File: config.mk
export PLATFORM = sky130hd
export DESIGN_NAME = sorted_table_insert_remove_find_flat
export DESIGN_NICKNAME = d
export VERILOG_FILES = /design/src/rtl/stb_pkg.sv /design/src/rtl/stb_chan.sv /design/src/rtl/sorted_table_insert_remove_find.sv /design/src/rtl/stb_cell.sv /design/src/flat_wrapper.sv
export SDC_FILE = /design/constraint.sdc
export NUM_CORES = 2
export LEC_CHECK = 0
export BUFFER_PORTS_ARGS = -buffer_cell sky130_fd_sc_hd__buf_2
export CORE_MARGIN = 4
export CORE_UTILIZATION = 25
export CTS_CLUSTER_DIAMETER = 40
export CTS_CLUSTER_SIZE = 24
export DETAILED_ROUTE_END_ITERATION = 8
export PLACE_DENSITY = 0.41
export REMOVE_ABC_BUFFERS = 1
export SLEW_MARGIN = 20
export SYNTH_ARGS = -nofsm -noshare
export SYNTH_HDL_FRONTEND = slang
export SYNTH_HIERARCHICAL = 1
export SYNTH_SLANG_ARGS = --single-unit
File: constraint.sdc
create_clock -name clk -period 7 [get_ports clk]
set_input_delay 1.05 -clock clk [delete_from_list [all_inputs] [get_ports clk]]
set_output_delay 1.05 -clock clk [all_outputs]
set_load 0.05 [all_outputs]
File: src/rtl/stb_pkg.sv
`timescale 1ns / 1ps
// ----------------------------------------------------------------------------
// stb_pkg: shared types and codes for the sorted table
// Opcodes, status codes, channel payloads and cell control structs.
// ----------------------------------------------------------------------------
package stb_pkg;

    localparam logic [2:0] OP_INSERT     = 3'd0;
    localparam logic [2:0] OP_REMOVE_VAL = 3'd1;
    localparam logic [2:0] OP_FIND       = 3'd2;
    localparam logic [2:0] OP_READ_POS   = 3'd3;
    localparam logic [2:0] OP_REMOVE_POS = 3'd4;
    localparam logic [2:0] OP_CLEAR      = 3'd5;

    localparam logic [1:0] ST_OK        = 2'd0;
    localparam logic [1:0] ST_NOT_FOUND = 2'd1;
    localparam logic [1:0] ST_FULL      = 2'd2;
    localparam logic [1:0] ST_RANGE     = 2'd3;

    typedef struct packed {
        logic [2:0]         opcode;
        logic signed [31:0] value;
        logic [7:0]         position;
    } stb_req_t;

    typedef struct packed {
        logic [1:0]         status;
        logic               found;
        logic [4:0]         where;
        logic signed [31:0] entry_value;
        logic [4:0]         count;
    } stb_rsp_t;

    typedef struct packed {
        logic ins;
        logic del_val;
        logic del_pos;
    } stb_cmd_t;

    typedef struct packed {
        logic gtv;
        logic stop;
        logic hit;
    } stb_flag_t;

    typedef enum logic {
        S_IDLE,
        S_EXEC
    } stb_state_t;

endpackage

File: src/rtl/stb_chan.sv
`timescale 1ns / 1ps
// ----------------------------------------------------------------------------
// stb_chan: valid/ready channel
// One transfer per rising edge with valid and ready both high.
// ----------------------------------------------------------------------------
interface stb_chan #(
    parameter type payload_t = logic
) ();
    logic     valid;
    logic     ready;
    payload_t payload;

    modport source (output valid, output payload, input ready);
    modport sink   (input valid, input payload, output ready);
endinterface

File: src/rtl/sorted_table_insert_remove_find.sv
`timescale 1ns / 1ps
// ----------------------------------------------------------------------------
// sorted_table_insert_remove_find: descending sorted table
// Row of DEPTH cells kept largest first with insert, remove, find, read,
// remove at position and clear.
// ----------------------------------------------------------------------------
// Every operation returns one transfer: when a request is accepted each cell
// registers its compare against the request value; in the execute state the
// block locates the stop position across the row, shifts the cells and loads
// the response register. A new request is taken while a response waits to
// be taken; the block stalls in its execute state only when the response
// register is still full. Entries are undefined after reset; only the first
// count entries are ever read.
module sorted_table_insert_remove_find #(
    parameter int DEPTH       = 16,
    parameter int VALUE_WIDTH = 32
) (
    input  logic     clk,
    input  logic     rst_n,
    stb_chan.sink    req,
    stb_chan.source  rsp
);
    import stb_pkg::*;

    localparam int CW = $clog2(DEPTH + 1);
    localparam int PW = $clog2(DEPTH + 2);
    localparam int EW = (VALUE_WIDTH > 32) ? VALUE_WIDTH : 32;

    stb_state_t             state_reg;
    stb_state_t             state_next;
    logic [CW-1:0]          count_reg;
    logic [CW-1:0]          count_next;
    logic [2:0]             op_reg;
    logic [VALUE_WIDTH-1:0] val_reg;
    logic [7:0]             pos_reg;
    stb_rsp_t               out_reg;
    stb_rsp_t               out_next;
    logic                   out_vld_reg;

    logic                   load;
    logic                   fire;
    logic [EW-1:0]          req_ext;
    logic [VALUE_WIDTH-1:0] cmp_val;
    logic                   full;
    logic                   pos_ok;
    logic                   match;
    logic [PW-1:0]          stop_pos;
    logic [VALUE_WIDTH-1:0] rd_val;
    logic [EW-1:0]          rd_ext;
    stb_cmd_t               cmd;

    logic [VALUE_WIDTH-1:0] entry [DEPTH];
    logic [VALUE_WIDTH-1:0] rd    [DEPTH];
    stb_flag_t              flag  [DEPTH];

    assign req.ready = (state_reg == S_IDLE);
    assign load      = req.valid && req.ready;
    assign fire      = (state_reg == S_EXEC) && (!out_vld_reg || rsp.ready);

    assign req_ext = EW'($unsigned(req.payload.value));
    assign cmp_val = req_ext[VALUE_WIDTH-1:0];

    assign full   = (count_reg == CW'(DEPTH));
    assign pos_ok = (pos_reg != 8'd0) && ({1'b0, pos_reg} <= 9'(count_reg));

    assign cmd.ins     = fire && (op_reg == OP_INSERT) && !full;
    assign cmd.del_val = fire && (op_reg == OP_REMOVE_VAL) && match;
    assign cmd.del_pos = fire && (op_reg == OP_REMOVE_POS) && pos_ok;

    for (genvar i = 0; i < DEPTH; i++)
    begin : g_cell
        logic                   lgtv;
        logic [VALUE_WIDTH-1:0] lent;
        logic [VALUE_WIDTH-1:0] rent;

        if (i == 0)
        begin : g_first
            assign lgtv = 1'b1;
            assign lent = val_reg;
        end
        else
        begin : g_mid
            assign lgtv = flag[i-1].gtv;
            assign lent = entry[i-1];
        end

        if (i == DEPTH - 1)
        begin : g_last
            assign rent = entry[i];
        end
        else
        begin : g_inner
            assign rent = entry[i+1];
        end

        stb_cell #(
            .IDX (i),
            .VW  (VALUE_WIDTH),
            .CW  (CW)
        ) u_cell (
            .clk         (clk),
            .rst_n       (rst_n),
            .load        (load),
            .cmp_val     (cmp_val),
            .count       (count_reg),
            .ins_val     (val_reg),
            .pos         (pos_reg),
            .cmd         (cmd),
            .left_gtv    (lgtv),
            .left_entry  (lent),
            .right_entry (rent),
            .entry       (entry[i]),
            .flag        (flag[i]),
            .rd          (rd[i])
        );
    end

    // stop position is one-hot across the row; past the end when all are larger
    always_comb
    begin
        stop_pos = '0;
        match    = 1'b0;
        rd_val   = '0;
        for (int i = 0; i < DEPTH; i++)
        begin
            if (flag[i].stop)
            begin
                stop_pos = stop_pos | PW'(i + 1);
            end
            match  = match | flag[i].hit;
            rd_val = rd_val | rd[i];
        end
        if (flag[DEPTH-1].gtv)
        begin
            stop_pos = stop_pos | PW'(DEPTH + 1);
        end
    end

    assign rd_ext = EW'($signed(rd_val));

    always_comb
    begin
        count_next           = count_reg;
        out_next.status      = ST_OK;
        out_next.found       = 1'b0;
        out_next.where       = 5'd0;
        out_next.entry_value = '0;
        case (op_reg)
            OP_INSERT:
            begin
                if (full)
                begin
                    out_next.status = ST_FULL;
                end
                else
                begin
                    count_next     = count_reg + 1'b1;
                    out_next.where = 5'(stop_pos);
                end
            end
            OP_REMOVE_VAL:
            begin
                if (match)
                begin
                    count_next     = count_reg - 1'b1;
                    out_next.found = 1'b1;
                    out_next.where = 5'(stop_pos);
                end
                else
                begin
                    out_next.status = ST_NOT_FOUND;
                end
            end
            OP_FIND:
            begin
                out_next.found  = match;
                out_next.status = match ? ST_OK : ST_NOT_FOUND;
                out_next.where  = 5'(stop_pos);
            end
            OP_READ_POS:
            begin
                if (pos_ok)
                begin
                    out_next.entry_value = rd_ext[31:0];
                    out_next.where       = 5'(pos_reg);
                end
                else
                begin
                    out_next.status = ST_RANGE;
                end
            end
            OP_REMOVE_POS:
            begin
                if (pos_ok)
                begin
                    count_next     = count_reg - 1'b1;
                    out_next.where = 5'(pos_reg);
                end
                else
                begin
                    out_next.status = ST_RANGE;
                end
            end
            OP_CLEAR:
            begin
                count_next = '0;
            end
            default:
            begin
                count_next = count_reg;
            end
        endcase
        out_next.count = 5'(count_next);
    end

    always_comb
    begin
        state_next = state_reg;
        case (state_reg)
            S_IDLE:
            begin
                if (load)
                begin
                    state_next = S_EXEC;
                end
            end
            S_EXEC:
            begin
                if (fire)
                begin
                    state_next = S_IDLE;
                end
            end
            default:
            begin
                state_next = S_IDLE;
            end
        endcase
    end

    always_ff @(posedge clk or negedge rst_n)
    begin
        if (!rst_n)
        begin
            state_reg   <= S_IDLE;
            count_reg   <= '0;
            out_vld_reg <= 1'b0;
        end
        else
        begin
            state_reg <= state_next;
            if (fire)
            begin
                count_reg   <= count_next;
                out_vld_reg <= 1'b1;
            end
            else if (rsp.ready)
            begin
                out_vld_reg <= 1'b0;
            end
        end
    end

    always_ff @(posedge clk)
    begin
        if (load)
        begin
            op_reg  <= req.payload.opcode;
            val_reg <= cmp_val;
            pos_reg <= req.payload.position;
        end
        if (fire)
        begin
            out_reg <= out_next;
        end
    end

    assign rsp.valid   = out_vld_reg;
    assign rsp.payload = out_reg;

endmodule

File: src/rtl/stb_cell.sv
`timescale 1ns / 1ps
// ----------------------------------------------------------------------------
// stb_cell: one slot of the sorted table
// Holds one entry, registers its compare against the search value and
// shifts left or right with its neighbors on insert and delete.
// ----------------------------------------------------------------------------
module stb_cell #(
    parameter int IDX = 0,
    parameter int VW  = 32,
    parameter int CW  = 5
) (
    input  logic                clk,
    input  logic                rst_n,
    input  logic                load,
    input  logic [VW-1:0]       cmp_val,
    input  logic [CW-1:0]       count,
    input  logic [VW-1:0]       ins_val,
    input  logic [7:0]          pos,
    input  stb_pkg::stb_cmd_t   cmd,
    input  logic                left_gtv,
    input  logic [VW-1:0]       left_entry,
    input  logic [VW-1:0]       right_entry,
    output logic [VW-1:0]       entry,
    output stb_pkg::stb_flag_t  flag,
    output logic [VW-1:0]       rd
);
    import stb_pkg::*;

    localparam logic [8:0] POS1 = 9'(IDX + 1);

    logic [VW-1:0] entry_reg;
    logic [VW-1:0] entry_next;
    logic          gt_reg;
    logic          eq_reg;
    logic          vld_reg;
    logic          gtv;
    logic          sel;
    logic          at_or_after;

    assign gtv         = vld_reg && gt_reg;
    assign sel         = ({1'b0, pos} == POS1);
    assign at_or_after = ({1'b0, pos} <= POS1);

    always_ff @(posedge clk or negedge rst_n)
    begin
        if (!rst_n)
        begin
            gt_reg  <= 1'b0;
            eq_reg  <= 1'b0;
            vld_reg <= 1'b0;
        end
        else if (load)
        begin
            gt_reg  <= ($signed(entry_reg) > $signed(cmp_val));
            eq_reg  <= (entry_reg == cmp_val);
            vld_reg <= (count > CW'(IDX));
        end
    end

    always_comb
    begin
        entry_next = entry_reg;
        if (cmd.ins && !gtv)
        begin
            entry_next = left_gtv ? ins_val : left_entry;
        end
        else if (cmd.del_val && !gtv)
        begin
            entry_next = right_entry;
        end
        else if (cmd.del_pos && at_or_after)
        begin
            entry_next = right_entry;
        end
    end

    always_ff @(posedge clk)
    begin
        entry_reg <= entry_next;
    end

    assign entry     = entry_reg;
    assign flag.gtv  = gtv;
    assign flag.stop = left_gtv && !gtv;
    assign flag.hit  = left_gtv && !gtv && vld_reg && eq_reg;
    assign rd        = sel ? entry_reg : '0;

endmodule

File: src/flat_wrapper.sv
// flat-port wrapper written by rule: the top's interface ports become plain ports
module sorted_table_insert_remove_find_flat import stb_pkg::*;
#(
    parameter int DEPTH       = 16,
    parameter int VALUE_WIDTH = 32
)
  (clk, rst_n, req_valid, req_payload, req_ready, rsp_valid, rsp_payload, rsp_ready);
  stb_chan #(.payload_t(stb_req_t)) req_i ();
  stb_chan #(.payload_t(stb_rsp_t)) rsp_i ();
  input  logic clk;
  input  logic rst_n;
  input wire logic [$bits(req_i.valid)-1:0] req_valid;
  input wire logic [$bits(req_i.payload)-1:0] req_payload;
  output wire logic [$bits(req_i.ready)-1:0] req_ready;
  output wire logic [$bits(rsp_i.valid)-1:0] rsp_valid;
  output wire logic [$bits(rsp_i.payload)-1:0] rsp_payload;
  input wire logic [$bits(rsp_i.ready)-1:0] rsp_ready;
  assign req_i.valid = req_valid;
  assign req_i.payload = req_payload;
  assign req_ready = req_i.ready;
  assign rsp_valid = rsp_i.valid;
  assign rsp_payload = rsp_i.payload;
  assign rsp_i.ready = rsp_ready;
  sorted_table_insert_remove_find #(.DEPTH(DEPTH), .VALUE_WIDTH(VALUE_WIDTH)) u_core (.clk(clk), .rst_n(rst_n), .req(req_i), .rsp(rsp_i));
endmodule
## Word-level counts from Yosys, hierarchy flattened

Cells that the tools add are included.

| cells by class | value |
|---|---|
| add/sub/neg operators | 2 |
| multipliers | 0 |
| divide/modulo/power cells | 0 |
| magnitude comparators | 48 |
| equal/unequal tests | 38 |
| shifts and indexed selects | 0 |
| multiplexer cells | 112 |
| bitwise logic cells | 31 |
| reduce and logical (&&, ||, !) cells | 158 |

Operators with widths:

| cell | number |
|---|---|
| two-way mux 32 bit | 76 |
| == test 32 bit | 16 |
| greater-than comparator 32 bit | 16 |
| OR 32 bit | 15 |
| logical AND 1 bit | 118 |
| == test 8 x 4 -> 1 bit (second input constant) | 8 |
| less-or-equal comparator 8 x 4 -> 1 bit (second input constant) | 8 |
| nonzero test 3 bit | 15 |
| greater-than comparator 5 x 4 -> 1 bit (second input constant) | 8 |
| two-way mux 37 bit | 1 |
| two-way mux 5 bit | 7 |
| == test 8 x 3 -> 1 bit (second input constant) | 4 |
| less-or-equal comparator 8 x 3 -> 1 bit (second input constant) | 4 |
| two-way mux 4 bit | 8 |
| one-hot mux 5 bit (5 select lines) | 1 |
| greater-than comparator 5 x 3 -> 1 bit (second input constant) | 4 |
| one-hot mux 5 bit (4 select lines) | 1 |
| logical NOT 1 bit | 18 |
| == test 8 x 2 -> 1 bit (second input constant) | 2 |
| less-or-equal comparator 8 x 2 -> 1 bit (second input constant) | 2 |
| OR 1 bit | 15 |
| two-way mux 3 bit | 4 |
| greater-than comparator 5 x 1 -> 1 bit (second input constant) | 2 |
| greater-than comparator 5 x 2 -> 1 bit (second input constant) | 2 |
| 22 further kinds | 34 |

| word-level totals | value |
|---|---|
| register bits after elaboration | 655 |
| latch bits | 0 |
| memory bits (writable) | 0 |
| ROM bits | 0 |
| input port bits | 47 |
| output and inout bits | 47 |
| logic and storage cells | 464 |
| memories | 0 |

## Depth between registers and ports, before layout

| depth | value |
|---|---|
| word-level depth | 24 |
| mapped depth | 12 |
| mapped depth without buffers | 10 |

## Cells and area by module

Netlist, hierarchy kept.

Modules (own cells, without submodules):

| module | instances | cells an instance | area each (µm²) |
|---|---|---|---|
| stb_cell at u_core.g_cell[4].u_cell ... | 2 | 314 | 2862.7 |
| sorted_table_insert_remove_find | 1 | 448 | 5018.6 |
| stb_cell at u_core.g_cell[9].u_cell | 1 | 315 | 2896.5 |
| stb_cell at u_core.g_cell[10].u_cell | 1 | 316 | 2865.2 |
| stb_cell at u_core.g_cell[6].u_cell | 1 | 312 | 2865.2 |
| stb_cell at u_core.g_cell[12].u_cell | 1 | 314 | 2861.5 |
| stb_cell at u_core.g_cell[14].u_cell | 1 | 312 | 2861.5 |
| stb_cell at u_core.g_cell[0].u_cell | 1 | 315 | 2859.0 |
| stb_cell at u_core.g_cell[1].u_cell | 1 | 314 | 2857.7 |
| stb_cell at u_core.g_cell[11].u_cell | 1 | 313 | 2856.5 |
| stb_cell at u_core.g_cell[13].u_cell | 1 | 313 | 2855.2 |
| stb_cell at u_core.g_cell[5].u_cell | 1 | 315 | 2854.0 |
| stb_cell at u_core.g_cell[2].u_cell | 1 | 314 | 2850.2 |
| stb_cell at u_core.g_cell[3].u_cell | 1 | 314 | 2849.0 |
| 2 more rows | -- | -- | -- |

## Worst setup path before layout

OpenSTA, ideal clock, no wires.

| timing path | value |
|---|---|
| path type | input port to flip-flop |
| start point | in req_valid |
| end point | reg u_core.g_cell[10].u_cell.gt_reg |
| arrival time | 6878 ps |
| setup slack | -7 ps |
| cell stages on the path | 3 |
| buffers on the path | 0 |
| cells stage by stage | nor2b_1 -> o32ai_1 -> a311o_1 |

| between the ends | value |
|---|---|
| cells in the longest elaborated chain, start to end | 1 |

RTL lines:

| what | line | RTL |
|---|---|---|
| start, declared | flat_wrapper.sv:12 | `input wire logic [$bits(req_i.valid)-1:0] req_valid;` |
| logical AND 1 bit | sorted_table_insert_remove_find.sv:57 | `assign load = req.valid && req.ready;` |
| end signal, assigned | stb_cell.sv:54 | `gt_reg <= ($signed(entry_reg) > $signed(cmp_val));` |
| end, declared | stb_cell.sv:33 | `logic gt_reg;` |

Every way passes these cells.
A chain may end at the register's enable or synchronous reset.

==> qor.yml <==
status: "finished clean"
drive_gt1_frac: 0.1224
r2r_cells: 10
yosysWarnings: 6
clock-root-buffer: "clkbuf_16"
crit_fanout: 25
fmax_ghz: 0.2002
max_stage_delay_ns: 0.86
numPortBuffers: 93
postCtsHoldBufs: 0
synthesis.instances: 5466
fill_cells: 21127
async_reset_ff_frac: 0.08397
crit_buf_inv: 3
route.vias.total: 42170
max-slew-margin-rel: 0.1254
firstDrtPassIters: 6
vias_per_cell: 5.015
path_cells: "inv_1 > ha_1 > and3_1 > o21ai_0 > a32oi_1 > or2_1 > nor3_4 > inv_1 > o21ai_4 > buf_4"
worst_ep_arrival_time_ns: 5.44
grt_use_total: 0.1931
worst_slew_pin_slew_ns: 1.309
grt_pass1_wl_um: 299500
setup_slack_ns: 2.005
initial_core_util: 0.2511
post-dp-hpwl_um: 159300
cp_top_family: "simple AND/OR/NAND/NOR gates"
die_x_um: 458.6
grt_pass1_vias: 41550
core_area_um2: 202100
grt-ovfl-total: 0
cts_max_level: 4
setup_viol: 0
path_clk_slew_ns: 0.05
fin_hold_ws_ns: 0.1649
worstReg2RegEnd: "u_core/g_cell[14].u_cell/entry[11]"
yosysSeqAreaShare: 0.3821
post-place-ws_ns: 2.052
cts_tree: "done"
gp_congestion: 0.8738
p_per_area_nw_per_um2: 259.8
skew_ns: 0.03138
nNetsFinal: 6159
clkLatencyLatePin_ns: 0.80
dpl.cell_count: 8095
path_common_cell: "inv_1"
fin_setup_tns_ns: 0
synth_edf_count: 600
drt_iter0_markers: 3069
clkSinkCount: 655
critPathLaunchType: "flop"
antenna_found_initial: 5
area_growth_syn_to_layout_pct: 18.38
r2r_setup_slack_ns: 2.00
ctsLongestPathBuffers: 3
largest_register_ffs: 512
path_depth: 10
synth_top_area_share: 0.3550
layout.cells.non_filler: 8408
reg2reg_from: "u_core/count_reg[2]"
synth.cell_area_um2: 50760
finalCritPeriodShare: 0.7136
cts_resized: 0
cts_made_buffers: 166
wirelength_um: 209500
synth_top_area_cell: "edfxtp_1"
drv_cap: 0
worstPathRequired_ns: 7.45
peakVddDrop_v: 0.0002313
ios: 94
rows: 165
dieArea_um2: 210300
drc: 0
die_h_um: 458.6
end_kind: "flop"
ant_nets: 0
hold_violations: 0
synth_cell_types: 87
avgSynthCellArea_um2: 9.286
postCtsSetupRepairBufs: 0
synth-seq-cells: 655
path_class: "flop to flop"
grt_max_degree: 89
drv_slew: 0
rsz0062_at_grt: "false"
p_leak_nw: 24.84
ys.flop_type: "edfxtp_1"
synth.top_cells.by_area: "edfxtp_1, ha_1, mux2i_1, a21oi_1, and2_1"
hold_class: "input pin to asynchronous set/reset pin"
min_period_ns: 4.995
cp_slowest_cell: "nor3_4"
routedWlPerCell_um: 24.91
per-layer routing:
| layer | track usage | wire length [µm] | up-vias |
|---|---|---|---|
| met5 | 0 | 0 | - |
| met2 | 0.3238 | 98690 | 1123 |
| met4 | 0.07213 | 8147 | 0 |
| met1 | 0.2513 | 92790 | 20773 |
| li1 | - | - | 19963 |
| met3 | 0.02804 | 9841 | 311 |
cells in the final DEF (no fill, tap or decap), drive strengths merged, types with 174 or more instances in the layout:
| cell type | netlist | final |
|---|---|---|
| clkbuf | 87 | 209 |
| nor4 | 189 | 189 |
| nand2 | 174 | 174 |
| nor2 | 602 | 602 |
| edfxtp | 600 | 600 |
| ha | 519 | 519 |
| mux2i | 514 | 514 |
| inv | 584 | 605 |
| a21oi | 768 | 768 |
| and2 | 569 | 569 |
| buf | 163 | 209 |
logic make-up (layout without fill, tap and decap cells):
kind of cell             Yosys count  count (layout)  synth area share
AND/OR/NAND/NOR                 1875            1875            0.2022
buffers and inverters            834            1103           0.06658
other                              1               2        0.00007388
XOR/XNOR                           2               2         0.0003452
adder cells (fa/ha/maj)          519             519            0.1279
AO/OA/AOI/OAI                   1055            1055            0.1169
flip-flops                       655             655            0.3821
multiplexers                     525             525            0.1038
synth_stat cells, drive strengths merged (15+ instances only):
| cell type | n |
|---|---|
| and2 | 569 |
| clkbuf | 87 |
| a211oi | 17 |
| o21ai | 100 |
| a22oi | 16 |
| a21oi | 768 |
| ha | 519 |
| edfxtp | 600 |
| nand2 | 174 |
| and3 | 27 |
| nand4 | 146 |
| nand3 | 75 |
| nor3 | 34 |
| o211ai | 22 |
| inv | 584 |
| a21o | 28 |
| a221o | 15 |
| buf | 163 |
| dfrtp | 55 |
| nor4 | 189 |
| nor2 | 602 |
| o311ai | 16 |
| mux2i | 514 |
area by class of cell:
class                      count  area (µm²)  share of cell area
multi-input combinational   3977       28240              0.4701
inverter                     584        2193             0.03650
antenna                        1       2.502          0.00004165
tap                         2672        3343             0.05564
timing repair buffer         209        1391             0.02316
clock inverter               101        1110             0.01847
sequential                   655       19390              0.3228
clock buffer                 209        4408             0.07336
metrics by stage:
stage	area, µm²	util	power, W
finish	60090	0.2973	0.01561
global route	60080	0.2973	0.01625
CTS	60020	0.2969	0.01577
detailed placement	54500	0.2696	0.007954
global placement	54480	0.2695	0.007946
floorplan	49570	-	0.006921
worst register-to-register path: cells and delay by family (launching register included):
kind	cells	cell delay [ns]
adder cells (fa/ha/maj)	1	0.34
buffers and inverters	3	0.92
AND/OR/NAND/NOR	3	1.49
AO/OA/AOI/OAI	3	1.07
flip-flops	1	0.81
power by group:
part	total (W)	switching (W)	internal (W)
logic	0.00299	0.00189	0.00110
registers	0.00493	0.000372	0.00455
clock network	0.00770	0.00264	0.00506
worst max path at each step:
stage | from | end
finish | u_core/count_reg[2] | u_core/g_cell[14].u_cell/entry[11]
global route | u_core/count_reg[2] | u_core/g_cell[14].u_cell/entry[25]
CTS | u_core/count_reg[2] | u_core/g_cell[14].u_cell/entry[11]
detailed placement | u_core/count_reg[2] | u_core/g_cell[14].u_cell/entry[11]
global placement | u_core/count_reg[2] | u_core/g_cell[14].u_cell/entry[9]
floorplan | req_valid | u_core/g_cell[10].u_cell/gt_reg
Note: power is estimated with default switching activity, not from simulation.
